<file path="src/hw/rtl/gb3_ram.sv">
`timescale 1ns / 1ps
// Generic simple dual-port RAM, registered read, old data on collision.
module gb3_ram #(
  parameter int unsigned Width = 8,
  parameter int unsigned Depth = 16
) (
  input  logic                     clk_i,
  input  logic                     we_i,
  input  logic [$clog2(Depth)-1:0] waddr_i,
  input  logic [Width-1:0]         wdata_i,
  input  logic                     re_i,
  input  logic [$clog2(Depth)-1:0] raddr_i,
  output logic [Width-1:0]         rdata_o
);

  logic [Width-1:0] mem [Depth];
  logic [Width-1:0] rdata_q;

  always_ff @(posedge clk_i) begin
    if (we_i) begin
      mem[waddr_i] <= wdata_i;
    end
    if (re_i) begin
      rdata_q <= mem[raddr_i];
    end
  end

  assign rdata_o = rdata_q;

endmodule

</file>
<file path="config.mk">
export PLATFORM = sky130hd
export DESIGN_NAME = gb3_ram
export DESIGN_NICKNAME = d
export VERILOG_FILES = /design/src/hw/rtl/gb3_ram.sv
export SDC_FILE = /design/constraint.sdc
export NUM_CORES = 1
export LEC_CHECK = 0
export ABC_CLOCK_PERIOD_IN_PS = 1900
export BUFFER_PORTS_ARGS = -buffer_cell sky130_fd_sc_hd__buf_2
export CAP_MARGIN = 10
export CORE_MARGIN = 1.5
export CORE_UTILIZATION = 45
export DETAILED_ROUTE_END_ITERATION = 8
export SLEW_MARGIN = 5
export SYNTH_ARGS = -nofsm -noshare
export SYNTH_HDL_FRONTEND = slang
export SYNTH_SLANG_ARGS = --single-unit
</file>
<file path="constraint.sdc">
create_clock -name clk_i -period 1.9 [get_ports clk_i]
set_input_delay 0.19 -clock clk_i [delete_from_list [all_inputs] [get_ports clk_i]]
set_output_delay 0.19 -clock clk_i [all_outputs]
set_load 0.01 [all_outputs]
</file>
-- Yosys cells after proc, flatten, opt, wreduce, memory -nomap -nowiden
Memory sizes are Yosys's and may differ from the RTL's. A register that Yosys moved wholly into a read port is not among the register bits.
Index checks and enable logic that the tools add are counted.
- bits in writable memories: 128
- input port bits: 19
- memories kept: 1
- output and inout port bits: 8
- register bits after elaboration: 0
- logic and storage cells: 3
- memories (memory ; depth ; bits a word ; rd ports ; clocked after memory_dff ; wr ports ; line ; source):
    mem ; 16 ; 8 ; 1 ; 1 ; 1 ; 16 ; logic [Width-1:0] mem [Depth];
- mux-type cells: 2
- operator list (operator ; number):
    1-bit 2-to-1 mux ; 2

-- Longest topological paths before layout
Gate-level depths: netlist of run 1.
- word-level depth: 2
- gate-level depth with buffers: 5
- mapped depth without buffers: 3

-- Least setup slack after synthesis of run 1
OpenSTA, ideal clock, no wires.
- kind: input -> register
- from: in waddr_i[2]
- to: mem mem[0][0] (enable)
- required time: 1.517 ns
- setup slack: 0.217 ns
- path buffers: 0
- stages on the path: 2
- arrival: 1.300 ns
- cell sequence: or3b_2 > nor3_1
- RTL lines (what ; line ; source):
    from (decl) ; 9 ; input logic [$clog2(Depth)-1:0] waddr_i,
    to (decl) ; 16 ;
No word-level cell before the write port.

==> metrics, run 1 <==
Row Count=39; Req. time, crit path=2.04 ns; Hold Crit Class=input pin to flip-flop; post-synthesis register bit count=136; H-tree Lvls=4; final hold vios=0; vias in the first global route=2529; CTS tree=done; Pwr Density=1090 nW/µm²; crit path DAT=1.63 ns; antenna viol nets, final=0; Largest stage delay, worst path=0.50 ns; RSZ-0062 raised after global routing=no; DIE AREA=12300 µm²; min Tclk post-route=1.49 ns; total grt overflow=0; CP Launch Type=flip-flop; Max clock buf depth=2; CP max-delay cell=mux4_1; TritonCTS Buffers=17; fill count=848; WL per Instance=22.1 µm; Final Net Count=304; CP Cell Sequence=mux4_1 > a22oi_1 > nand2_1; Fin Setup TNS=0 ns; clock root cell=clkbuf_16; Syn Std Cell Area=5230 µm²; largest net degree at the start of global routing=33; max-cap viol count=0; Pleak=0.00209 µW; Placement Setup Slack=0.173 ns; Die Y-Extent=111 µm; register area share after synthesis=0.781; total track usage=0.169; Port Buffers=26; WP buf/inv=0; worst clock skew=0.00576 ns; Netlist cell types=18; Initial Utilization=0.460; DP HPWL=6120 µm; post-route setup slack=0.415 ns; Final Cycle Share=0.782; CTS Hold Buffers Added=0; DRC=0; nature of the critical path endpoint=flip-flop; Num Clock Sinks=136; syn nets=248; Die X=111 µm; Reg2Reg Setup Slack=0.41 ns; Syn Inst Count=229; Slew @ Worst Pin=0.421 ns; diodes inserted=0; post-CTS setup buffer count=0; Setup Viol. Count Final=0; Via density=5.58; share of layout cells above drive strength 1=0.319; global-route wire length before repair=15000 µm; initial antenna violation count=0; syn_area_per_cell=22.8 µm²; Yosys Warn Count=0; IO Count=27; wirelength, routed=9750 µm; Clock transition at path regs=0.06 ns; worst-path fanout max=1; crit path kind=flip-flop to flip-flop; outcome=complete, no violations; f_max=673 MHz; fin. max-slew vios=0; worst vdd ir=0.652 mV; core area=11400 µm²; worst hold margin=0.172 ns; Final GP Congestion=0.688; Pwr Total=6730 µW; cell total after placement=409; Post-Layout Cell Count=441; Worst-Skew Late Latency=0.40 ns; CTS resizes=0; synthesis-to-finish area growth=18.6%; Rel. slew slack=0.720; 1st-iter DRT viols=204; crit-path leading delay family=multiplexers; DR vias=2459; Initial DRT Pass Iterations=4
==> per-stage QoR <==
stage          cell area, µm²  utilization
2_1_floorplan            5230            -
3_3_place_gp             5650        0.497
3_5_place_dp             5650        0.497
4_1_cts                  6200        0.546
5_1_grt                  6200        0.546
6_report                 6200        0.546
==> cell type report <==
cell class / count / area, µm² / area share
Sequential cell: 136 / 4080 / 0.658
Timing Repair Buffer: 47 / 325 / 0.0525
Clock inverter: 13 / 124 / 0.0200
Multi-Input combinational cell: 83 / 1060 / 0.170
Tap cell: 143 / 179 / 0.0288
Clock buffer: 19 / 433 / 0.0698
==> cells in the mapped netlist, drive strengths merged <==
| cell type | number | area (µm²) |
|---|---|---|
| buf | 7 | 56.3 |
| nand3b | 2 | 15.0 |
| edfxtp | 136 | 4080 |
| and2 | 1 | 6.26 |
| nand2b | 2 | 12.5 |
| nor2b | 1 | 6.26 |
| or3b | 1 | 8.76 |
| nor2 | 13 | 48.8 |
| a22oi | 16 | 120 |
| and2b | 1 | 7.51 |
| nand3 | 1 | 5.00 |
| clkdlybuf4s25 | 3 | 30.0 |
| mux4 | 32 | 773 |
| nand2 | 9 | 33.8 |
| nor3 | 4 | 20.0 |
==> per-layer routing <==
metal | up-vias | wire length (µm) | part of all wire | global-route usage
li1 | 1094 | - | - | -
met1 | 1288 | 4180 | 0.43 | 0.224
met2 | 70 | 5080 | 0.52 | 0.279
met3 | 7 | 408 | 0.042 | 0.0372
met4 | 0 | 86 | 0.0088 | 0.0615
met5 | - | 0 | 0 | 0
==> final timing paths <==
check	from	end	cells past startpoint
setup / recovery	mem[8][2]	rdata_o[2]	3
hold / removal	wdata_i[7]	mem[13][7]	1
setup reg to reg	mem[8][2]	rdata_o[2]	3
hold reg to reg	mem[11][1]	rdata_o[1]	3
==> cell usage in the layout, fill, tap and decap left out, types with 2 or more instances in the layout <==
| cell type | n |
|---|---|
| nand2_1 | 9 |
| a22oi_1 | 16 |
| clkinvlp_4 | 5 |
| edfxtp_1 | 136 |
| nand2b_1 | 2 |
| clkbuf_16 | 17 |
| buf_12 | 3 |
| nand3b_1 | 2 |
| nor3_1 | 4 |
| inv_6 | 3 |
| mux4_2 | 18 |
| mux4_1 | 14 |
| nor2_1 | 13 |
| buf_2 | 26 |
| clkinv_4 | 3 |
| buf_4 | 18 |
| clkbuf_1 | 2 |
==> cells by family after synthesis <==
group                  share of synthesized area
flip-flops                                 0.781
AND/OR/NAND/NOR                           0.0314
multiplexers                               0.148
AO/OA/AOI/OAI                             0.0230
buffers and inverters                     0.0165
==> registers in the layout (all words and copies together) (netlist names) <==
register and cells:
rdata_o 8, mem 128
==> power by group <==
group,internal [µW],switching [µW]
logic,138,178
clock network,1810,1200
registers,3380,19.0
==> worst reg2reg max path, stage by stage (launching register included) <==
cell and delay, ns:
edfxtp_1 0.35, mux4_1 0.50, a22oi_1 0.30, nand2_1 0.08
No activity file was read; power rests on OpenSTA's default activity.
==> run 2: changes to the inputs <==
--- a/config.mk
+++ b/config.mk
@@ -5,7 +5,7 @@
 export SDC_FILE = /design/constraint.sdc
 export NUM_CORES = 1
 export LEC_CHECK = 0
-export ABC_CLOCK_PERIOD_IN_PS = 1900
+export ABC_CLOCK_PERIOD_IN_PS = 1500
 export BUFFER_PORTS_ARGS = -buffer_cell sky130_fd_sc_hd__buf_2
 export CAP_MARGIN = 10
 export CORE_MARGIN = 1.5
==> constraint.sdc (replaced) <==
create_clock -name clk_i -period 1.5 [get_ports clk_i]
set_input_delay 0.15 -clock clk_i [delete_from_list [all_inputs] [get_ports clk_i]]
set_output_delay 0.15 -clock clk_i [all_outputs]
set_load 0.01 [all_outputs]
==> run 2 against run 1 <==
  * Critical path depth unchanged
  * Sequential share of layout area decreased by 0.79 points
  * Final cell count rose by 0.68%
  * First-iteration DRC count up 2.9%
  * Clock power up 35%
  * Largest power group unchanged
  * Die area did not move
  * Flip-flop and latch count unchanged
  * Sequential power grew 27%
  * Combinational power is 32% higher
==> metrics, run 2 (synthesized netlist as in run 1, its figures left out) <==
number of flip-flops in the largest register=128; Pleak=0.00212 µW; Finished Core Util=0.552; WL per Instance=22.2 µm; largest net degree at the start of global routing=22; worst clock skew=0.00785 ns; wirelength, routed=9880 µm; outcome=complete, no violations; Row Count=39; crit path DAT=1.59 ns; worst-path fanout max=1; Max clock buf depth=2; initial antenna violation count=0; RSZ-0062 raised after global routing=no; IO Count=27; share of layout cells above drive strength 1=0.355; commonest non-fill, non-tap cell in the layout=edfxtp_1; Req. time, crit path=1.66 ns; Rel. slew slack=0.441; total grt overflow=0; Port Buffers=26; worst vdd ir=0.679 mV; Die X=111 µm; synthesis-to-finish area growth=20.1%; Die Y-Extent=111 µm; Pwr Density=1400 nW/µm²; Slew @ Worst Pin=0.835 ns; total track usage=0.175; antenna viol nets, final=0; cell total after placement=412; fin. max-slew vios=0; Worst-Skew Late Latency=0.41 ns; Setup Viol. Count Final=0; CP Launch Type=flip-flop; Clock transition at path regs=0.06 ns; post-CTS setup buffer count=0; Hold Crit Class=input pin to flip-flop; Initial DRT Pass Iterations=4; f_max=699 MHz; CTS tree=done; Post-Layout Cell Count=444; max-cap viol count=0; H-tree Lvls=4; Final GP Congestion=0.690; Final Cycle Share=0.954; DR vias=2464; Via density=5.55; vias in the first global route=2547; largest reg by FF count=mem; DP HPWL=6420 µm; Fin Setup TNS=0 ns; most frequent cells in the layout=edfxtp_1 (136), buf_2 (26), buf_4 (21), mux4_2 (20), clkbuf_16 (17); DRC=0; DIE AREA=12300 µm²; nature of the critical path endpoint=flip-flop; Final Net Count=307; Placement Setup Slack=-0.266 ns; global-route wire length before repair=15200 µm; min Tclk post-route=1.43 ns; TritonCTS Buffers=17; Num Clock Sinks=136; core area=11400 µm²; post-route setup slack=0.0687 ns; final hold vios=0; crit path kind=flip-flop to flip-flop; 1st-iter DRT viols=210; Initial Utilization=0.460; clock root cell=clkbuf_16; CTS Hold Buffers Added=0; diodes inserted=0
[run 2: layout make-up]
class	instances	area, µm²
Clock buffer	18	429
Clock inverter	14	158
Fill cell	866	5090
Multi-Input combinational cell	83	1080
Sequential cell	136	4080
Tap cell	143	179
Timing Repair Buffer	50	348
[run 2: worst paths after layout]
| kind | start | endpoint | slack [ns] | cells after the start |
|---|---|---|---|---|
| setup / recovery | mem[3][0] | rdata_o[0] | 0.07 | 3 |
| hold / removal | re_i | rdata_o[2] | 0.12 | 1 |
| hold reg to reg | mem[14][2] | rdata_o[2] | 0.75 | 3 |
| setup reg to reg | mem[3][0] | rdata_o[0] | 0.07 | 3 |
[run 2: routing by layer]
metal | global-route usage | share of wire | vias up
met4 | 0.0701 | 0.011 | 0
met3 | 0.0405 | 0.040 | 9
met1 | 0.243 | 0.44 | 1296
met2 | 0.270 | 0.51 | 66
li1 | - | - | 1093
met5 | 0 | 0 | -
[run 2: critical path, stage by stage, from the launching register on]
cell and delay (ns):
edfxtp_1 0.36, mux4_2 0.50, a22oi_2 0.25, nand2_1 0.08
[run 2: per-stage QoR]
stage	hold slack, ns	total power [µW]	instance area (µm²)
after global placement	0.531	4790	5670
after global routing	0.120	9060	6280
after floorplan	0.249	4600	5230
after detailed placement	0.545	4800	5670
final	0.116	8790	6280
after CTS	0.113	8850	6270
[run 2: what timing repair did]
item | CTS | global route
resized for setup | 4 | 3
pin swaps | 1 | 2
hold endpoints to repair | 0 | 0
setup endpoints to repair | 3 | 3
[run 2: power by group]
group / switching (µW) / internal (µW) / total [µW]
clock network: 1480 / 2590 / 4070
registers: 24.2 / 4280 / 4310
logic: 232 / 184 / 416
total: 1730 / 7060 / 8790
==> run 3: changes to the inputs <==
--- a/config.mk
+++ b/config.mk
@@ -9,7 +9,7 @@
 export BUFFER_PORTS_ARGS = -buffer_cell sky130_fd_sc_hd__buf_2
 export CAP_MARGIN = 10
 export CORE_MARGIN = 1.5
-export CORE_UTILIZATION = 45
+export CORE_UTILIZATION = 31
 export DETAILED_ROUTE_END_ITERATION = 8
 export SLEW_MARGIN = 5
 export SYNTH_ARGS = -nofsm -noshare
==> run 3 against run 2 <==
  * Maximum frequency decreased by 0.46%
  * Worst setup slack lost 0.0066 ns
  * First-iteration DRC count is 13% lower
  * Total power fell by 4.7%
  * Clock skew is 0.00089 ns higher
  * Die area up 44%
  * Sequential power barely moved
  * Count of clock-buffer cells in the layout unchanged
  * Via count fell by 0.37%
  * Clock power down 11%
  * Largest cell class unchanged
  * Largest power group unchanged
==> metrics, run 3 (synthesized netlist as in run 1, its figures left out) <==
outcome=complete, no violations; core area=16500 µm²; RSZ-0062 raised after global routing=no; CP max-delay cell=mux4_1; CTS tree=done; number of flip-flops in the largest register=128; fill count=1480; Slew @ Worst Pin=0.947 ns; hold path cells=1; Reg2Reg Launch Point=mem[9][1]; Pwr Density=1320 nW/µm²; crit-path leading delay family=multiplexers; synthesis-to-finish area growth=21.8%; Setup Viol. Count Final=0; Port Buffers=26; commonest non-fill, non-tap cell in the layout=edfxtp_1; Largest stage delay, worst path=0.52 ns; largest net degree at the start of global routing=17; antenna viol nets, final=0; Final Cycle Share=0.959; Initial Utilization=0.316; Final GP Congestion=0.743; hold wc startpoint=wdata_i[5]; min Tclk post-route=1.44 ns; largest reg by FF count=mem; 1st-iter DRT viols=183; Worst Hold Path EP=mem[11][5]; post-CTS setup buffer count=0; WP buf/inv=0; total grt overflow=0; final hold vios=0; Reg2Reg Setup Slack=0.06 ns; Max clock buf depth=2; Worst-Skew Late Latency=0.40 ns; share of layout cells above drive strength 1=0.348; clock root cell=clkbuf_16; Post-Layout Cell Count=523; worst clock skew=0.00874 ns; nature of the critical path endpoint=flip-flop; total track usage=0.126; CP Cell Sequence=mux4_1 > a22oi_2 > nand2_1; Initial DRT Pass Iterations=4; max-cap viol count=0; worst r2r dst=rdata_o[1]; CTS Hold Buffers Added=0; Clock transition at path regs=0.05 ns; Die Y-Extent=133 µm; Via density=4.69; f_max=695 MHz; DR vias=2455; Req. time, crit path=1.65 ns; Hold Crit Class=input pin to flip-flop; post-layout instance area=6370 µm²; initial antenna violation count=1; wirelength, routed=10300 µm; H-tree Lvls=4; DP HPWL=6650 µm; Die X=133 µm; global-route wire length before repair=15800 µm; fin. max-slew vios=0; most frequent cells in the layout=edfxtp_1 (136), buf_2 (26), buf_4 (22), mux4_2 (18), clkbuf_16 (17); DIE AREA=17700 µm²; Num Clock Sinks=136; Final Net Count=310; worst vdd ir=0.725 mV; cell total after placement=492; crit path kind=flip-flop to flip-flop; area post-placement=5820 µm²; WL per Instance=19.6 µm; DRC=0; Row Count=47; CP Launch Type=flip-flop; crit path DAT=1.59 ns; vias in the first global route=2617; worst reg-to-reg path cell count=3; worst-path fanout max=1; Pleak=0.00212 µW; Levels on crit path=3; IO Count=27; TritonCTS Buffers=17; Rel. slew slack=0.367
-- run 3: metal layers --
metal,up-vias,wire (µm),global-route usage
met3,4,676,0.0464
li1,1104,-,-
met2,69,4840,0.190
met1,1278,4690,0.172
met4,0,51,0.0372
met5,-,0,0
-- run 3: timing repair --
item / in CTS / in global routing
endpoints found under the setup margin: 3 / 4
pin swaps: 1 / 2
gates resized for setup: 3 / 4
-- run 3: final cells by class --
class	count	area [µm²]	share of cell area
clock inverter	12	87.6	0.0138
timing repair buffer	53	395	0.0621
sequential	136	4080	0.642
clock buffer	18	429	0.0674
tap	220	275	0.0432
multi-input combinational	83	1090	0.172
antenna	1	2.50	0.000393
-- run 3: worst max-delay path by stage --
stage / start / endpoint / slack [ns]
final: mem[9][1] / rdata_o[1] / 0.06
after global routing: mem[9][1] / rdata_o[1] / 0.002
after CTS: mem[9][1] / rdata_o[1] / 0.003
after detailed placement: raddr_i[0] / rdata_o[2] / -0.28
after global placement: raddr_i[0] / rdata_o[2] / -0.27
after floorplan: raddr_i[0] / rdata_o[1] / 0.07
-- run 3: report_power, final --
group          total [µW]  switching, µW  leakage, µW  internal, µW
Combinational         434            237     0.000638           197
Sequential           4310           22.7      0.00124          4280
Clock                3630           1420     0.000247          2220
-- run 3: through the flow --
step                utilization  TNS (ns)  total power [µW]  hold slack (ns)  setup slack [ns]
global placement          0.352     -1.43              4810            0.529            -0.270
CTS                       0.384         0              8430            0.111           0.00291
detailed placement        0.352     -1.46              4820            0.537            -0.284
floorplan                     -         0              4600            0.249            0.0676
finish                    0.385         0              8370            0.124            0.0621
global route              0.385         0              8640            0.115           0.00216
