### config.mk
export PLATFORM = sky130hd
export DESIGN_NAME = gb3_chan
export DESIGN_NICKNAME = d
export VERILOG_FILES = /design/src/hw/rtl/gb3_pkg.sv /design/src/hw/rtl/gb3_chan.sv
export SDC_FILE = /design/constraint.sdc
export NUM_CORES = 1
export LEC_CHECK = 0
export BUFFER_PORTS_ARGS = -buffer_cell sky130_fd_sc_hd__clkbuf_2
export CORE_ASPECT_RATIO = 0.6
export CORE_MARGIN = 1
export CORE_UTILIZATION = 58
export CTS_CLUSTER_DIAMETER = 200
export CTS_CLUSTER_SIZE = 16
export DETAILED_ROUTE_END_ITERATION = 6
export PLACE_DENSITY = 0.85
export RECOVER_POWER = 50
export REMOVE_ABC_BUFFERS = 1
export SYNTH_ARGS = -nofsm -noshare
export SYNTH_HDL_FRONTEND = slang
export SYNTH_SLANG_ARGS = --single-unit
### constraint.sdc
create_clock -name clk_i -period 8 [get_ports clk_i]
set_input_delay 1.6 -clock clk_i [delete_from_list [all_inputs] [get_ports clk_i]]
set_output_delay 1.6 -clock clk_i [all_outputs]
set_load 0.02 [all_outputs]
### src/hw/rtl/gb3_pkg.sv
`timescale 1ns / 1ps
// Shared types and constants for the 3x3 Gaussian blur unit.
package gb3_pkg;

  localparam int unsigned MaxWidth    = 1024;
  localparam int unsigned MaxHeight   = 1024;
  localparam int unsigned NumChannels = 3;
  localparam int unsigned LaneCount   = 3;
  localparam int unsigned PixW        = 8;
  localparam int unsigned AddrW       = $clog2(MaxWidth);
  localparam int unsigned SizeW       = 11;
  localparam int unsigned WeightW     = 12;
  localparam int unsigned FracW       = 12;
  localparam int unsigned CoordW      = 10;
  localparam int unsigned CfgIdxW     = 3;
  localparam int unsigned NumCells    = 2;
  localparam int unsigned OfifoDepth  = 8;
  localparam int unsigned OfifoPtrW   = $clog2(OfifoDepth);
  localparam int unsigned OfifoCntW   = $clog2(OfifoDepth + 1);

  // Reset values: normalized sigma 1.3 kernel in Q0.12
  localparam logic [SizeW-1:0]   ResetWidth  = SizeW'(640);
  localparam logic [SizeW-1:0]   ResetHeight = SizeW'(480);
  localparam logic [WeightW-1:0] ResetCenter = WeightW'(662);
  localparam logic [WeightW-1:0] ResetSide   = WeightW'(492);
  localparam logic [WeightW-1:0] ResetCorner = WeightW'(366);

  typedef enum logic [CfgIdxW-1:0] {
    CfgImageWidth,
    CfgImageHeight,
    CfgWeightCenter,
    CfgWeightSide,
    CfgWeightCorner
  } gb3_cfg_e;

  typedef enum logic {
    CmdPixel,
    CmdPad
  } gb3_cmd_e;

  typedef logic [LaneCount-1:0][PixW-1:0] gb3_pix_t;
  typedef logic [8:0][PixW-1:0] gb3_tap9_t;

  typedef struct packed {
    gb3_pix_t top;
    gb3_pix_t mid;
    gb3_pix_t bot;
  } gb3_col_t;

  typedef struct packed {
    gb3_pix_t upper;
    gb3_pix_t middle;
  } gb3_line_t;

  typedef struct packed {
    logic shift;
    logic clear;
  } gb3_cell_ctl_t;

  typedef struct packed {
    logic load_sums;
    logic load_prods;
  } gb3_chan_ctl_t;

  typedef struct packed {
    logic [WeightW-1:0] center;
    logic [WeightW-1:0] side;
    logic [WeightW-1:0] corner;
  } gb3_weights_t;

  typedef struct packed {
    gb3_cmd_e          command;
    logic [PixW-1:0]   in_red;
    logic [PixW-1:0]   in_green;
    logic [PixW-1:0]   in_blue;
  } gb3_in_t;

  typedef struct packed {
    logic [PixW-1:0]   out_red;
    logic [PixW-1:0]   out_green;
    logic [PixW-1:0]   out_blue;
    logic [CoordW-1:0] out_column;
    logic [CoordW-1:0] out_row;
    logic              frame_done;
  } gb3_out_t;

endpackage

### src/hw/rtl/gb3_chan.sv
`timescale 1ns / 1ps
// Per-channel kernel datapath: tap sums, weight products, truncate and saturate.
module gb3_chan import gb3_pkg::*; (
  input  logic            clk_i,
  input  gb3_chan_ctl_t   ctl_i,
  input  gb3_tap9_t       taps_i,
  input  gb3_weights_t    weights_i,
  output logic [PixW-1:0] value_o
);

  localparam int unsigned SumW  = PixW + 2;
  localparam int unsigned CProdW = PixW + WeightW;
  localparam int unsigned SProdW = SumW + WeightW;
  localparam int unsigned AccW  = PixW + WeightW + 4;

  logic [PixW-1:0]   center_q;
  logic [SumW-1:0]   side_d, side_q, diag_d, diag_q;
  logic [CProdW-1:0] pc_q;
  logic [SProdW-1:0] ps_q, pd_q;
  logic [AccW-1:0]   acc;
  logic [AccW-FracW-1:0] scaled;

  // side taps: 1,3,5,7; diagonal taps: 0,2,6,8
  assign side_d = SumW'(taps_i[1]) + SumW'(taps_i[3]) + SumW'(taps_i[5]) + SumW'(taps_i[7]);
  assign diag_d = SumW'(taps_i[0]) + SumW'(taps_i[2]) + SumW'(taps_i[6]) + SumW'(taps_i[8]);

  always_ff @(posedge clk_i) begin
    if (ctl_i.load_sums) begin
      center_q <= taps_i[4];
      side_q   <= side_d;
      diag_q   <= diag_d;
    end
    if (ctl_i.load_prods) begin
      pc_q <= CProdW'(weights_i.center) * CProdW'(center_q);
      ps_q <= SProdW'(weights_i.side) * SProdW'(side_q);
      pd_q <= SProdW'(weights_i.corner) * SProdW'(diag_q);
    end
  end

  assign acc     = AccW'(pc_q) + AccW'(ps_q) + AccW'(pd_q);
  assign scaled  = acc[AccW-1:FracW];
  assign value_o = (|scaled[AccW-FracW-1:PixW]) ? {PixW{1'b1}} : scaled[PixW-1:0];

endmodule

Word level (Yosys, flattened, before mapping)
Cells that the tools add are included.

storage, ports and cells
  register bits = 92
  logic and storage cells = 19

cells by class
  add/sub/neg operators = 8
  multiplexer cells = 1
  multiply operators = 3
  reductions and logical operators = 1

operators by type and width
  cell                                            count
  12-bit by 10-bit multiplier with 22-bit output  2
  23-bit by 22-bit adder with 24-bit output       1
  20-bit by 22-bit adder with 23-bit output       1
  10-bit by 8-bit adder with 10-bit output        2
  9-bit by 8-bit adder with 10-bit output         2
  12-bit by 8-bit multiplier with 20-bit output   1
  8-bit by 8-bit adder with 9-bit output          2
  8-bit 2-to-1 mux                                1
  4-bit OR reduction                              1

Depth between registers and ports, before layout
Gate-level depths: netlist (run 1).

  depth after elaboration = 4
  depth in mapped cells = 21

Least setup slack after synthesis (run 1)
OpenSTA, ideal clock, no wires.

  kind = input -> register
  start point = input weights_i[19] in the netlist's numbering
  end point = register ps_q[20], data pin
  path buffers = 1
  setup slack = 1.486 ns
  library setup time = 0.135 ns
  data required time = 7.865 ns
  stages on the path = 21
  arrival = 6.379 ns
  path through = clkbuf_1 nand2_1 fa_1 inv_1 fa_1 inv_1 fa_1 inv_1 fa_1 inv_1 fa_1 inv_1 ha_1 o21ai_0 or2_2 o311ai_4 a221o_1 a21oi_2 o21ai_2 or4_1 nand3_1

on the way
  longest elaborated chain between the ends = 1

RTL lines
  item                                            RTL line        source
  from (decl)                                     gb3_chan.sv:7   input gb3_weights_t weights_i,
  12-bit by 10-bit multiplier with 22-bit output  gb3_chan.sv:35  ps_q <= SProdW'(weights_i.side) * SProdW'(side_q);
  to (signal assigned)                            gb3_chan.sv:35
  to (decl)                                       gb3_chan.sv:19  logic [SProdW-1:0] ps_q, pd_q;

Every way passes these cells.
A chain may end at the register's enable or synchronous reset.

Final worst setup path (run 1)
Same ends and word-level chain as after synthesis.

==> results of run 1 <==
[cell type report]
type | instances | area, um^2
Tap cell | 360 | 450
Fill cell | 2063 | 9650
Sequential cell | 92 | 2760
Multi-Input combinational cell | 1140 | 11800
Timing Repair Buffer | 119 | 587
Clock buffer | 9 | 225
Clock inverter | 7 | 90.1
Inverter | 248 | 931
[per-stage QoR]
stage	instances	hold WS, ns
2_1_floorplan	1480	0.694
3_3_place_gp	1959	0.890
3_5_place_dp	1959	0.901
4_1_cts	1975	0.920
5_1_grt	1975	0.969
6_report	1975	0.916
[state kept, by name (all words and copies together), names as in the netlist]
signal,cells
center_q,8
pd_q,22
diag_q,10
pc_q,20
ps_q,22
side_q,10
[cell families after synthesis]
group | synth area share [%]
xor+xnor | 3.81
flops | 17.7
buf+inv | 7.01
compound gates | 6.66
fa+ha+maj | 49.8
simple gates | 15.1
[worst max-delay path, stage by stage]
cell      delay [ns]
clkbuf_2        0.18
nand2_1         0.10
fa_1            0.55
inv_1           0.05
fa_1            0.50
inv_1           0.06
fa_1            0.53
inv_1           0.05
fa_1            0.48
inv_1           0.05
fa_1            0.47
inv_1           0.05
ha_1            0.30
o21ai_0         0.23
or2_2           0.18
o311ai_4        0.13
a221o_1         0.34
a21oi_2         0.23
o21ai_2         0.09
or4_1           0.40
nand3_1         0.09
[Yosys cell counts (all sizes together)]
| cell | number |
|---|---|
| a2111o | 1 |
| a211o | 1 |
| a211oi | 2 |
| a21boi | 3 |
| a21o | 22 |
| a21oi | 52 |
| a221o | 1 |
| a221oi | 1 |
| a2bb2oi | 1 |
| a31o | 3 |
| a31oi | 5 |
| a41oi | 1 |
| and2 | 205 |
| and2b | 1 |
| and3 | 5 |
| clkbuf | 44 |
| edfxtp | 92 |
| fa | 267 |
| ha | 195 |
| inv | 248 |
| nand2 | 160 |
| nand2b | 3 |
| nand3 | 14 |
| nand3b | 1 |
| nand4 | 3 |
| nor2 | 35 |
| nor2b | 9 |
| nor3 | 15 |
| nor4 | 1 |
| o211a | 2 |
| o211ai | 2 |
| o21a | 3 |
| o21ai | 29 |
| o21bai | 13 |
| o221ai | 1 |
| o311a | 1 |
| o311ai | 1 |
| o31a | 1 |
| o31ai | 4 |
| o41ai | 2 |
| or2 | 1 |
| or3 | 4 |
| or4 | 1 |
| xnor2 | 49 |
| xor2 | 19 |
[final timing paths]
path                         start                  to  slack [ns]  cells after the start
max                  weights_i[19]  ps_q[20]$_DFFE_PP_        1.55                     21
min          center_q[0]$_DFFE_PP_   pc_q[0]$_DFFE_PP_        0.92                      1
min reg2reg  center_q[0]$_DFFE_PP_   pc_q[0]$_DFFE_PP_        0.92                      1
max reg2reg    side_q[1]$_DFFE_PP_  ps_q[20]$_DFFE_PP_        2.19                     20
[routing by layer]
metal	wire length [um]	share of wire, %
met5	0	0
met3	2630	7.6
met2	15100	44
met4	548	1.6
met1	16300	47
==> impl_metrics.ini, run 1 <==
[die]
die_h_um = 129
start_util_pct = 59.1
die_x_um = 214
die_area_um2 = 27700
coreArea_um2 = 26500
io_pins = 119
rows = 46

[timing]
skew_ns = 0.0108
setup_viol = 0
rsz0062_at_grt = false
fin_crit_ns = 6.45
fmax_ghz = 0.155
report.final.slew_viol_count = 94
tns_ns = 0
hold_viol_final = 0
fin_crit_sh_pct = 80.6
worst_pin_slew_ns = 3.41
slew_headroom_pct = -127
setup_slack_ns = 1.55

[min_path]
hp-class = flop to flop

[clock_tree]
h-tree-depth = 3
clock_path_buffers = 2
path_clk_slew_ns = 0.08
postCtsSetupBuffers = 0
cts_resized = 0
cts_root_buf = clkbuf_16
clkSinkCount = 92
cts_tree = built
hold_buffers = 0
clock_latency_ns = 0.36
cts_buffers = 9

[drt]
first_pass_iters = 6
vias = 10900
wl_um = 34600
drtIter0Drc = 889
remaining_drc_errors = 0
drtAntennaViolNets = 0
vias_per_cell = 5.50
wire_per_inst_um = 17.5

[worst_setup_path]
crit_path_end_kind = flop
cp.arrival_ns = 6.67
critPathMaxFanout = 10
criticalPathCategory = input port to flop
required_ns = 8.23
critical_path.startpoint_type = input port

[placed_design]
dpl_cell_area_um2 = 16500
gp_congestion = 0.928
dp_slack_ns = 1.23
hpwl_um = 29100
port_buffers = 118

[synthesis]
ys_seq_area_share_pct = 17.7
syn_avg_cell_area_um2 = 10.3
yosys.area.top_type_share_pct = 34.2
synthesis.area_um2 = 15600
synth_area_leaders = fa_1, edfxtp_1, ha_1
synth_warnings = 0
yosys.area.top_type = fa_1
synthCells = 1524
synth_cell_type_count = 55
ys_seq_elements = 92

[global_route]
grt_usage_pct = 26.5
antenna_found_initial = 0
grt_max_degree = 65
busiest_layer = met1
gr-total-overflow = 0
met3_usage_pct = 5.38
grt_pass1_wl_um = 57300
use_met2_pct = 40.0
use_met1_pct = 40.1
grt_pass1_vias = 11300

[final_layout]
final_area_um2 = 16800
drive_gt1_share_pct = 8.85
nets = 2183
postLayoutCoreUtil_pct = 63.6
layout_commonest_cell = fa_1
diodes = 0
area_growth_pct = 7.59
final_cell_mix = fa_1, inv_1, and2_1

[job]
timing.max_cap.violations = 2

[run_status]
violations = capacitance limit, slew limit
status = finished with violations
Power of run 1 is left out: the tool's default activity adds up to more than one toggle a clock period on the data nets, which glitch-free logic cannot reach.
==> run 2, diff against run 1 <==
--- a/config.mk
+++ b/config.mk
@@ -5,6 +5,7 @@
 export SDC_FILE = /design/constraint.sdc
 export NUM_CORES = 1
 export LEC_CHECK = 0
+export ABC_AREA = 1
 export BUFFER_PORTS_ARGS = -buffer_cell sky130_fd_sc_hd__clkbuf_2
 export CORE_ASPECT_RATIO = 0.6
 export CORE_MARGIN = 1
@@ -12,7 +13,7 @@
 export CTS_CLUSTER_DIAMETER = 200
 export CTS_CLUSTER_SIZE = 16
 export DETAILED_ROUTE_END_ITERATION = 6
-export PLACE_DENSITY = 0.85
+export PLACE_DENSITY = 0.88
 export RECOVER_POWER = 50
 export REMOVE_ABC_BUFFERS = 1
 export SYNTH_ARGS = -nofsm -noshare
==> constraint.sdc (replaced) <==
create_clock -name clk_i -period 5.52 [get_ports clk_i]
set_input_delay 1.104 -clock clk_i [delete_from_list [all_inputs] [get_ports clk_i]]
set_output_delay 1.104 -clock clk_i [all_outputs]
set_load 0.02 [all_outputs]
==> impl_metrics.ini, run 2 <==
[timing]
skew_ns = 0.0130
slew_headroom_pct = -126
report.final.slew_viol_count = 94
hold_ws_ns = 0.881
rsz0062_at_grt = false
fin_crit_sh_pct = 95.4
fmax_ghz = 0.190
setup_viol = 0
fin_crit_ns = 5.27
worst_pin_slew_ns = 3.40
hold_viol_final = 0

[clock_tree]
postCtsSetupBuffers = 0
clock_latency_ns = 0.36
cts_root_buf = clkbuf_16
clkSinkCount = 92
clock_path_buffers = 2
h-tree-depth = 3
path_clk_slew_ns = 0.08
cts_tree = built
cts_buffers = 9

[global_route]
grt_max_degree = 65
grt_pass1_wl_um = 68100
antenna_found_initial = 0
grt_usage_pct = 28.5
gr-total-overflow = 0
grt_pass1_vias = 14000

[drt]
remaining_drc_errors = 0
drtIter0Drc = 1040
wl_um = 40400
vias_per_cell = 5.35
wire_per_inst_um = 15.7
drtAntennaViolNets = 0
first_pass_iters = 7
vias = 13700

[final_layout]
multi_input_area_um2 = 12100
seq_area_um2 = 2760
final_area_um2 = 18600
layout_commonest_cell = nand2_1
diodes = 0
final_cell_mix = nand2_1, inv_1, fa_1
drive_gt1_share_pct = 9.13
nets = 2759
fillers = 2400
area_growth_pct = 8.76
top_regs = pd_q: 22 flops, ps_q: 22 flops, pc_q: 20 flops

[worst_setup_path]
criticalPathCategory = input port to flop
cp.arrival_ns = 5.38
critPathMaxStageDelay_ns = 0.54
cp_common_cell = fa_1
critical_path.startpoint_type = input port
crit_path_end_kind = flop
required_ns = 5.63
slowest_stage = fa_1
critical_path.cell_chain = clkbuf_2 -> nand2_1 -> fa_1 -> inv_1 -> fa_1 -> fa_1 -> fa_1 -> inv_1 -> fa_1 -> inv_1 -> ha_1 -> a21oi_2 -> buf_4 -> nor2_1 -> nor2_1 -> nor2_1 -> nor2_1 -> o21a_1 -> nand2_1 -> nand2_1 -> nand2_1
critPathMaxFanout = 9

[synthesis]
synth_cell_type_count = 38
synth_warnings = 0
yosys.area.top_type = fa_1
synth_area_leaders = fa_1, edfxtp_1, ha_1
synthTopCellsByCount = nand2_1, inv_1, fa_1
syn_avg_cell_area_um2 = 8.25
synthCells = 2070
synthesis.area_um2 = 17100
synth-edff-count = 92
yosysMostFrequentCell = nand2_1
ys_seq_area_share_pct = 16.2
yosys.area.top_type_share_pct = 31.3
ys_seq_elements = 92
async_reset_ff_share_pct = 0
synth-main-ff-cell = edfxtp_1

[die]
io_pins = 119
coreArea_um2 = 28800
rows = 48
die_x_um = 224
die_h_um = 135
die_area_um2 = 30200
start_util_pct = 59.2

[placed_design]
hpwl_um = 34800
port_buffers = 118
gp_congestion = 0.979
dpl_cell_area_um2 = 18300

[min_path]
hp-class = flop to flop

[job]
timing.max_cap.violations = 2

[run_status]
violations = capacitance limit, slew limit
status = finished with violations
[run 2: cell types whose count changed after synthesis, moves of 28 or more]
cell	previous run	this run
nor2_1	35	64
a21oi_1	49	78
nand3_1	14	46
nand2_1	160	549
and2_1	205	3
xnor2_1	49	21
inv_1	248	525
[run 2: path summary, 6_finish.rpt]
| kind | slack, ns | to | depth (start not counted) | start |
|---|---|---|---|---|
| setup / recovery | 0.25 | ps_q[18]$_DFFE_PP_ | 21 | weights_i[20] |
| hold / removal | 0.88 | pd_q[0]$_DFFE_PP_ | 2 | diag_q[0]$_DFFE_PP_ |
| setup reg to reg | 0.37 | ps_q[18]$_DFFE_PP_ | 20 | side_q[1]$_DFFE_PP_ |
| hold reg to reg | 0.88 | pd_q[0]$_DFFE_PP_ | 2 | diag_q[0]$_DFFE_PP_ |
[run 2: area by class of cell]
class                      count  area share, %
timing repair buffer         169           5.23
tap                          375           2.53
inverter                     525           10.6
multi-input combinational   1389           65.2
clock buffer                   9           1.21
clock inverter                 7          0.364
sequential                    92           14.9
[run 2: worst max-delay path, delay by kind of cell]
kind	cells	cell delay [ns]
adders and majority gates	6	2.81
and+or+nand+nor	8	0.64
buffers and inverters	5	0.47
AOI/OAI and AO/OA	2	0.35
[run 2: per-stage QoR]
step                      utilization [%]  std cells  setup TNS (ns)  worst slack (ns)
after floorplan                         -       2006               0             0.282
after global placement               63.4       2550               0            0.0120
after detailed placement             63.4       2550          -0.378           -0.0729
after CTS                            64.5       2566               0             0.290
after global routing                 64.4       2566               0         0.0000666
final                                64.4       2566               0             0.254
[run 2: cell families (layout without fill, tap and decap cells)]
kind of cell    count (synthesis)  after routing  synth area share [%]
simple gates                  709            709                  16.7
buf+inv                       589            710                  13.0
flops                          92             92                  16.2
fa+ha+maj                     462            462                  45.6
xor+xnor                       66             66                  3.38
compound gates                152            152                  5.16
[run 2: timing repair]
action | in CTS | in global routing
setup endpoints to repair | 0 | 3
gates resized for setup | 0 | 2
hold buffers | 0 | 0
[run 2: layer usage]
layer	part of all wire [%]	up-vias	global-route usage [%]
li1	-	6444	-
met3	10	52	6.01
met1	45	6585	42.2
met5	0.21	-	2.10
met2	43	635	43.2
met4	1.2	4	5.48
Power of run 2 is left out for the same reason.
