<file path="config.mk">
export PLATFORM = sky130hd
export DESIGN_NAME = gb3_cell
export DESIGN_NICKNAME = d
export VERILOG_FILES = /design/src/hw/rtl/gb3_pkg.sv /design/src/hw/rtl/gb3_cell.sv
export SDC_FILE = /design/constraint.sdc
export NUM_CORES = 1
export LEC_CHECK = 0
export BUFFER_PORTS_ARGS = -buffer_cell sky130_fd_sc_hd__buf_2
export CELL_PAD_IN_SITES_DETAIL_PLACEMENT = 1
export CELL_PAD_IN_SITES_GLOBAL_PLACEMENT = 1
export CORE_AREA = 2 2 97 99
export CTS_CLUSTER_DIAMETER = 100
export CTS_CLUSTER_SIZE = 25
export DETAILED_ROUTE_END_ITERATION = 10
export DIE_AREA = 0 0 99 101
export PLACE_DENSITY_LB_ADDON = 0.1
export SYNTH_ARGS = -nofsm -noshare
export SYNTH_HDL_FRONTEND = slang
export SYNTH_SLANG_ARGS = --single-unit
</file>
<file path="constraint.sdc">
create_clock -name clk_i -period 1.5 [get_ports clk_i]
set_input_delay 0 -clock clk_i [delete_from_list [all_inputs] [get_ports clk_i]]
set_output_delay 0 -clock clk_i [all_outputs]
set_load 0.02 [all_outputs]
</file>
<file path="src/hw/rtl/gb3_pkg.sv">
`timescale 1ns / 1ps
// Shared types and constants for the 3x3 Gaussian blur unit.
package gb3_pkg;

  localparam int unsigned MaxWidth    = 1024;
  localparam int unsigned MaxHeight   = 1024;
  localparam int unsigned NumChannels = 3;
  localparam int unsigned LaneCount   = 3;
  localparam int unsigned PixW        = 8;
  localparam int unsigned AddrW       = $clog2(MaxWidth);
  localparam int unsigned SizeW       = 11;
  localparam int unsigned WeightW     = 12;
  localparam int unsigned FracW       = 12;
  localparam int unsigned CoordW      = 10;
  localparam int unsigned CfgIdxW     = 3;
  localparam int unsigned NumCells    = 2;
  localparam int unsigned OfifoDepth  = 8;
  localparam int unsigned OfifoPtrW   = $clog2(OfifoDepth);
  localparam int unsigned OfifoCntW   = $clog2(OfifoDepth + 1);

  // Reset values: normalized sigma 1.3 kernel in Q0.12
  localparam logic [SizeW-1:0]   ResetWidth  = SizeW'(640);
  localparam logic [SizeW-1:0]   ResetHeight = SizeW'(480);
  localparam logic [WeightW-1:0] ResetCenter = WeightW'(662);
  localparam logic [WeightW-1:0] ResetSide   = WeightW'(492);
  localparam logic [WeightW-1:0] ResetCorner = WeightW'(366);

  typedef enum logic [CfgIdxW-1:0] {
    CfgImageWidth,
    CfgImageHeight,
    CfgWeightCenter,
    CfgWeightSide,
    CfgWeightCorner
  } gb3_cfg_e;

  typedef enum logic {
    CmdPixel,
    CmdPad
  } gb3_cmd_e;

  typedef logic [LaneCount-1:0][PixW-1:0] gb3_pix_t;
  typedef logic [8:0][PixW-1:0] gb3_tap9_t;

  typedef struct packed {
    gb3_pix_t top;
    gb3_pix_t mid;
    gb3_pix_t bot;
  } gb3_col_t;

  typedef struct packed {
    gb3_pix_t upper;
    gb3_pix_t middle;
  } gb3_line_t;

  typedef struct packed {
    logic shift;
    logic clear;
  } gb3_cell_ctl_t;

  typedef struct packed {
    logic load_sums;
    logic load_prods;
  } gb3_chan_ctl_t;

  typedef struct packed {
    logic [WeightW-1:0] center;
    logic [WeightW-1:0] side;
    logic [WeightW-1:0] corner;
  } gb3_weights_t;

  typedef struct packed {
    gb3_cmd_e          command;
    logic [PixW-1:0]   in_red;
    logic [PixW-1:0]   in_green;
    logic [PixW-1:0]   in_blue;
  } gb3_in_t;

  typedef struct packed {
    logic [PixW-1:0]   out_red;
    logic [PixW-1:0]   out_green;
    logic [PixW-1:0]   out_blue;
    logic [CoordW-1:0] out_column;
    logic [CoordW-1:0] out_row;
    logic              frame_done;
  } gb3_out_t;

endpackage

</file>
<file path="src/hw/rtl/gb3_cell.sv">
`timescale 1ns / 1ps
// One window column cell: holds three pixels, loads from its right neighbor.
module gb3_cell import gb3_pkg::*; (
  input  logic          clk_i,
  input  logic          rst_ni,
  input  gb3_cell_ctl_t ctl_i,
  input  gb3_col_t      col_i,
  output gb3_col_t      col_o
);

  gb3_col_t col_q, col_d;

  always_comb begin
    col_d = col_q;
    if (ctl_i.shift) begin
      col_d = ctl_i.clear ? '0 : col_i;
    end
  end

  always_ff @(posedge clk_i or negedge rst_ni) begin
    if (!rst_ni) begin
      col_q <= '0;
    end else begin
      col_q <= col_d;
    end
  end

  assign col_o = col_q;

endmodule

</file>
# Word-level counts from Yosys, hierarchy flattened
# Index checks and enable logic that the tools add are counted.
[op_classes]
muxes = 1
[ops]
columns = ["operator", "count"]
rows = [
  ["$mux W72", 1],
]
[totals]
wordCells = 10
inputBits = 76
register_bits = 72

# Depth between registers and ports, before layout
# Gate-level depths: netlist (run 1).
[depth]
depth_word = 1
ltp_mapped = 5

# Worst setup path after synthesis (run 1)
# Ideal clock, no wire load.
[synth_path]
path_kind = "register to register"
startpoint = "register, netlist name col_o[5]"
endpoint = "register col_q (netlist bit col_o[5])"
path_slack_ps = 804
arrival_ps = 564
setup_time_ps = 133
stages_incl_launch_ff = 3
n_path_buf = 0
cell_sequence = "dfrtp_1 > inv_1 > o21ai_0"
[synth_lines]
columns = ["item", "line_no", "text"]
rows = [
  ["to (signal assigned)", "gb3_cell.sv:24", "col_q <= col_d;"],
  ["to (decl)", "gb3_cell.sv:11", "gb3_col_t col_q, col_d;"],
]

# Final worst setup path (run 1)
[layout_path]
startpoint = "register col_q (netlist bit col_o[33])"
endpoint = "output col_o[33] (netlist name)"
[layout_lines]
columns = ["item", "line_no", "text"]
rows = [
  ["to (decl)", "gb3_cell.sv:8", "output gb3_col_t col_o"],
]
# No word-level cell between the ends.

==> results of run 1 <==
## synthesized netlist by cell type, drive strengths merged
cell type,instances,area [um^2]
dfrtp,72,1800
inv,72,270
nand3b,72,541
o21ai,72,360
buf,13,119
clkbuf,10,37.5
## area by class of cell
class	instances	area [um^2]
clock buffer	12	165
sequential	72	1800
multi-input combinational	144	901
timing repair buffer	225	1570
inverter	72	270
fill	1042	4090
clock inverter	3	40.0
tap	111	139
## cell families (layout without fill, tap and decap cells)
logic type,count (synthesis),count (layout),share of synthesized area (%)
AOI/OAI and AO/OA,72,72,11.5
and+or+nand+nor,72,72,17.3
DFF,72,72,57.6
buffers and inverters,95,312,13.6
## power by group through the flow
stage	logic, mW	clock network [mW]	registers (mW)
6_report	0.950	1.59	2.17
5_1_grt	1.05	1.76	2.19
4_1_cts	0.951	1.66	2.17
3_5_place_dp	0.802	0	2.21
3_3_place_gp	0.789	0	2.20
2_1_floorplan	0.241	0	2.40
## path summary, 6_finish.rpt
check	startpoint	to	slack, ns	cells past startpoint
min in group asynchronous	rst_ni	col_o[43]	0.20	3
min reg2reg	col_o[3]	col_o[3]	0.51	2
max in group asynchronous	rst_ni	col_o[46]	0.96	3
max	col_o[33]	col_o[33]	0.60	1
max reg2reg	col_o[71]	col_o[71]	0.81	2
min	ctl_i[1]	col_o[70]	0.16	3
## layer usage
layer  up-vias  part of all wire, %  GRT usage (%)
met5         -                    0              0
met4         0                  2.2           7.69
met3        14                  5.0           3.95
met2        90                   50           31.9
met1      1372                   43           24.2
li1       1420                    -              -
## stage by stage
stage | std cells | instance area [um^2] | util [%]
floorplan | 311 | 3130 | -
global placement | 551 | 3950 | 44.0
detailed placement | 551 | 3950 | 44.0
CTS | 639 | 4890 | 54.5
global route | 639 | 4890 | 54.5
finish | 639 | 4890 | 54.5
## what timing repair did
item,CTS,global route
hold buffers,73,0
resized for setup,0,0
hold endpoints to repair,144,0
setup buffers,0,0
==> out/summary.log, run 1 <==
INFO  clock_network  clock-sinks=72
INFO  sta            worst_hold_check_slack=0.158ns
INFO  hold_path      hold_class=in2reg
INFO  logic_synthesis synthesis.area_per_instance=10.1um^2
INFO  routing        total_via_count_after_detailed_routing=2896
INFO  power_and_ir_drop netSwitchingFraction=27.7%
INFO  placed_design  gpl.final_weighted_congestion=0.684
INFO  sta            period_minus_slack=0.903ns
INFO  logic_synthesis postSynthRegisterBits=72
INFO  logic_synthesis synthesized_instance_count=311
INFO  setup_path     crit_fanout=2
INFO  setup_path     critPathBufInv=1
INFO  die            num_rows=35
INFO  clock_network  ctsHtreeMaxLevel=3
INFO  setup_path     timing.critical_path.max_delay_family=flip-flops
INFO  power_and_ir_drop sequentialPowerShare=46.1%
INFO  status         run_status=finished clean
INFO  finish         nNetsFinal=600
INFO  power_and_ir_drop power.internal=3.41mW
INFO  die            effective_utilization_at_floorplan=34.9%
INFO  power_and_ir_drop power.share.combinational=20.2%
INFO  logic_synthesis yosys.cell_types.count=9
INFO  placed_design  dp_hpwl=5.38mm
INFO  logic_synthesis synth-warning-count=0
INFO  sta            setup_violations=0
INFO  setup_path     startpoint_type=flop
INFO  logic_synthesis net_count_after_synthesis=387
INFO  sta            setup_repair_after_global_routing_missed_its_margin=no
INFO  global_routing globalRouteOverflowTotal=0
INFO  logic_synthesis ys_seq_area_share=57.6%
INFO  sta            fin_tns_setup=0ns
INFO  sta            min_period_over_period=60.2%
INFO  sta            final_hold_viol_count=0
INFO  global_routing grt_max_degree=73
INFO  setup_path     crit_path_largest_cell_delay=0.40ns
INFO  sta            worst-slew-pin-transition=0.438ns
INFO  setup_path     setup.worst_path.class=reg2out
INFO  power_and_ir_drop clock_group_share_of_total_power=33.8%
INFO  placed_design  dpl_worst_slack=0.545ns
INFO  finish         final_layout_size_suffix_gt1_share=31.6%
INFO  global_routing grt_pass1_vias=3095
INFO  die            placeableCoreArea=8980um^2
INFO  placed_design  placement.io_buffers=147
INFO  sta            fin_ws=0.597ns
INFO  sta            timing.clock.skew=0ns
INFO  routing        drt-wirelength-per-cell=14.4um
INFO  power_and_ir_drop total_power_per_unit_cell_area=964nW/um^2
INFO  clock_network  cts_inserted_buffers=9
INFO  power_and_ir_drop p_switching=1.31mW
INFO  setup_path     critPathCaptureType=primary output
INFO  setup_path     worst_endpoint_data_arrival_time=0.90ns
INFO  die            die-area=10000um^2
INFO  logic_synthesis synth.cell_area=3130um^2
INFO  die            die_y=101um
INFO  routing        drt_wl_total=9.20mm
INFO  finish         largest_register_ffs=72
INFO  finish         layout_common_cells=145 x buf_2, 73 x dlygate4sd3_1, 72 x inv_1, 72 x nand3b_1, 72 x dfrtp_1
INFO  sta            clock.fmax=1110MHz
INFO  clock_network  clock_latency=0.33ns
INFO  routing        drt-vias-per-instance=4.53
INFO  routing        detail_route.iter0.violations=63
INFO  setup_path     required=1.50ns
INFO  sta            tightest_slew_margin_relative_to_the_limit=70.8%
INFO  global_routing grt_use_total=19.1%
INFO  finish         layout.cells.most_common=buf_2
INFO  clock_network  cts_tree=built
INFO  setup_path     timing.critical_path.slowest_stage_cell=dfrtp_1
INFO  global_routing grt_antenna_before_repair=0
INFO  power_and_ir_drop p_total=4.71mW
INFO  routing        antenna_left=0
INFO  sta            final_max_slew_viol_count=0
INFO  finish         antenna_cells_inserted=0
INFO  setup_path     crit_chain=buf_2
INFO  power_and_ir_drop irDropWorstVdd=0.000438V
INFO  die            ioPinCount=148
INFO  clock_network  cts.root.buffer_cell=clkbuf_8
INFO  routing        firstDrtPassIters=4
INFO  job            max-cap-violations=0
INFO  clock_network  ctsLongestPathBuffers=2
INFO  clock_network  clk_pin_slew=0.07ns
INFO  routing        remaining_drc_errors=0
INFO  die            dieWidth=99um
INFO  global_routing first_pass_grt_wire_length=15.1mm
INFO  finish         layout-area-overhead-vs-synth=56.2%
INFO  power_and_ir_drop p_leak=2.45nW
Power figures use the tool's default switching activity.
==> inputs of run 2 (changes only) <==
--- a/config.mk
+++ b/config.mk
@@ -8,11 +8,11 @@
 export BUFFER_PORTS_ARGS = -buffer_cell sky130_fd_sc_hd__buf_2
 export CELL_PAD_IN_SITES_DETAIL_PLACEMENT = 1
 export CELL_PAD_IN_SITES_GLOBAL_PLACEMENT = 1
-export CORE_AREA = 2 2 97 99
+export CORE_AREA = 2 2 99 101
 export CTS_CLUSTER_DIAMETER = 100
 export CTS_CLUSTER_SIZE = 25
 export DETAILED_ROUTE_END_ITERATION = 10
-export DIE_AREA = 0 0 99 101
+export DIE_AREA = 0 0 101 103
 export PLACE_DENSITY_LB_ADDON = 0.1
 export SYNTH_ARGS = -nofsm -noshare
 export SYNTH_HDL_FRONTEND = slang
==> constraint.sdc (replaced) <==
create_clock -name clk_i -period 0.89 [get_ports clk_i]
set_input_delay 0 -clock clk_i [delete_from_list [all_inputs] [get_ports clk_i]]
set_output_delay 0 -clock clk_i [all_outputs]
set_load 0.02 [all_outputs]
==> run 2 against run 1 <==
- sequential cell count is the same
- die area grew 4.0%
- non-clock buffer count grew 35
- critical path depth is the same
- utilization grew 4.6 points
- first-iteration DRC count shrank 17%
- sequential power grew 71%
- wire length grew 12%
- critical endpoint is now col_o[21]
- largest cell class is now buffers
==> out/summary.log, run 2 (synthesized netlist as in run 1, its figures left out) <==
INFO  power_and_ir_drop netSwitchingFraction=28.8% [+1.0 points]
INFO  setup_path     timing.critical_path.slowest_stage_cell=dfrtp_1
INFO  setup_path     number_of_cell_instances_on_the_worst_register_to_register_path=4 [+2]
INFO  sta            final_hold_viol_count=0 [unchanged]
INFO  routing        antenna_left=0 [unchanged]
INFO  global_routing globalRouteOverflowTotal=0 [unchanged]
INFO  power_and_ir_drop power.internal=5.97mW [+75%]
INFO  clock_network  cts_tree=built
INFO  power_and_ir_drop clock_group_share_of_total_power=30.5% [-3.3 points]
INFO  placed_design  placed_area=3980um^2 [+0.60%]
INFO  global_routing first_pass_grt_wire_length=15.2mm [+0.60%]
INFO  clock_network  ctsLongestPathBuffers=2 [unchanged]
INFO  global_routing groute.layer.met2.usage=32.9% [+1.0 points]
INFO  placed_design  gpl.final_weighted_congestion=0.697 [+1.9%]
INFO  power_and_ir_drop p_switching=2.41mW [+84%]
INFO  status         run_status=finished clean
INFO  setup_path     crit_start=col_o[21]
INFO  setup_path     required=0.89ns [-0.61 ns]
INFO  setup_path     r2r-start=col_o[33]
INFO  sta            fin_tns_setup=0ns [unchanged]
INFO  global_routing grt_max_degree=73 [unchanged]
INFO  routing        drt-vias-per-instance=4.59 [+1.3%]
INFO  hold_path      hold_class=in2async
INFO  finish         num-fill-cells=1061 [+1.8%]
INFO  clock_network  clock-sinks=72 [unchanged]
INFO  setup_path     critical_path_cell_count=1 [unchanged]
INFO  finish         layout-area-overhead-vs-synth=78.6%
INFO  power_and_ir_drop p_total=8.38mW [+78%]
INFO  sta            fin_ws=0.00382ns [-0.593 ns]
INFO  die            num_rows=36 [+2.9%]
INFO  global_routing grt.met1_usage=22.8% [-1.4 points]
INFO  power_and_ir_drop total_power_per_unit_cell_area=1500nW/um^2 [+55%]
INFO  setup_path     setup.worst_path.class=reg2out
INFO  power_and_ir_drop power.share.combinational=25.1% [+4.9 points]
INFO  finish         nNetsFinal=635 [+5.8%]
INFO  routing        firstDrtPassIters=4 [unchanged]
INFO  die            placeableCoreArea=9460um^2 [+5.4%]
INFO  clock_network  cts_inserted_buffers=9 [unchanged]
INFO  job            max-cap-violations=0 [unchanged]
INFO  finish         final_layout_size_suffix_gt1_share=35.8% [+4.2 points]
INFO  sta            min_period_over_period=99.6%
INFO  finish         fin_util=59.1% [+4.6 points]
INFO  routing        drt-wirelength-per-cell=15.2um [+5.2%]
INFO  setup_path     crit_path_largest_cell_delay=0.41ns [about the same]
INFO  setup_path     crit_fanout=2 [unchanged]
INFO  global_routing grt_use_total=18.8% [-0.32 points]
INFO  placed_design  dpl_worst_slack=0.200ns [-0.346 ns]
INFO  die            die_y=103um [+2.0%]
INFO  clock_network  ctsHtreeMaxLevel=3 [unchanged]
INFO  finish         largest_register_ffs=72 [unchanged]
INFO  global_routing top_usage_layer=met2
INFO  routing        detail_route.iter0.violations=52 [-17%]
INFO  power_and_ir_drop p_leak=2.70nW [+10%]
INFO  power_and_ir_drop irDropWorstVdd=0.000793V [+81%]
INFO  setup_path     timing.critical_path.max_delay_family=flip-flops
INFO  sta            period_minus_slack=0.886ns
INFO  routing        remaining_drc_errors=0 [unchanged]
INFO  global_routing grt_util_met3=5.63% [+1.7 points]
INFO  global_routing grt_antenna_before_repair=0 [unchanged]
INFO  die            die-area=10400um^2 [+4.0%]
INFO  setup_path     startpoint_type=flop
INFO  sta            timing.clock.skew=0ns [unchanged]
INFO  sta            final_max_slew_viol_count=0 [unchanged]
INFO  die            dieWidth=101um [+2.0%]
INFO  die            ioPinCount=148 [unchanged]
INFO  placed_design  dp_hpwl=5.36mm [-0.34%]
INFO  clock_network  cts.root.buffer_cell=clkbuf_8
INFO  routing        total_via_count_after_detailed_routing=3114 [+7.5%]
INFO  setup_path     critPathCaptureType=primary output
INFO  finish         layout_common_cells=75 x buf_2, 73 x dlygate4sd3_1, 72 x inv_1, 72 x nand3b_1, 72 x dfrtp_1
INFO  finish         final_design_area_no_fill=5590um^2 [+14%]
INFO  clock_network  clock_latency=0.33ns [about the same]
INFO  finish         antenna_cells_inserted=0 [unchanged]
INFO  sta            worst-slew-pin-transition=0.296ns [-0.142 ns]
INFO  sta            tightest_slew_margin_relative_to_the_limit=80.2% [+9.4 points]
INFO  setup_path     r2r_slack=0.04ns [-0.77 ns]
INFO  global_routing grt_pass1_vias=3126 [+1.0%]
INFO  power_and_ir_drop sequentialPowerShare=44.4% [-1.7 points]
INFO  sta            setup_repair_after_global_routing_missed_its_margin=yes
INFO  setup_path     worst_endpoint_data_arrival_time=0.89ns [about the same]
INFO  setup_path     crit_chain=buf_6
INFO  placed_design  placement.io_buffers=147 [unchanged]
INFO  sta            clock.fmax=1130MHz
INFO  finish         layout.cells.most_common=buf_2
INFO  die            effective_utilization_at_floorplan=33.1% [-1.8 points]
INFO  setup_path     critPathBufInv=1 [unchanged]
INFO  clock_network  clk_pin_slew=0.08ns [about the same]
INFO  sta            setup_violations=0 [unchanged]
INFO  routing        drt_wl_total=10.3mm [+12%]
-- run 2: cell count changes in the layout (fill, tap and decap cells not counted), moves of 2 or more --
cell / delta
buf_2: -70
buf_4: +34
buf_6: +70
clkbuf_8: -3
clkinvlp_4: +2
-- run 2: worst paths after layout --
check	to
worst max-delay path	col_o[21]
worst min-delay path	col_o[40]
worst max register to register	col_o[33]
worst min register to register	col_o[69]
max in group asynchronous	col_o[60]
min in group clk_i	col_o[2]
-- run 2: power by group through the flow --
stage / clock network [mW] / logic, mW / registers (mW)
2_1_floorplan: 0 / 0.406 / 4.05
3_3_place_gp: 0 / 1.34 / 3.71
3_5_place_dp: 0 / 1.36 / 3.72
4_1_cts: 2.62 / 1.91 / 3.70
5_1_grt: 2.76 / 2.28 / 3.75
6_report: 2.55 / 2.10 / 3.72
-- run 2: per-stage QoR --
step                      hold slack [ns]  instances
after floorplan                    -0.296        311
after global placement            -0.0904        555
after detailed placement          -0.0939        555
after CTS                          0.0804        656
after global routing                0.112        678
final                              0.0887        678
-- run 2: area by class of cell --
cell class / count / area, um^2 / area share [%]
clock buffers: 10 / 128 / 2.28
well taps: 114 / 143 / 2.55
inverters: 72 / 270 / 4.84
repair buffers: 260 / 2280 / 40.9
clock inverters: 6 / 60.1 / 1.07
flip-flops and latches: 72 / 1800 / 32.2
multi-input cells: 144 / 901 / 16.1
-- run 2: metal layers --
metal	vias up	routed length [um]	part of all wire (%)
met3	10	650	6.3
met4	0	112	1.1
met1	1523	4230	41
li1	1485	-	-
met2	96	5280	51
met5	-	0	0
-- run 2: repair_timing --
item | in CTS | in global routing
gates resized for setup | 109 | 32
endpoints found under the hold margin | 144 | 0
setup endpoints to repair | 58 | 71
hold buffers | 73 | 0
setup buffers | 12 | 22
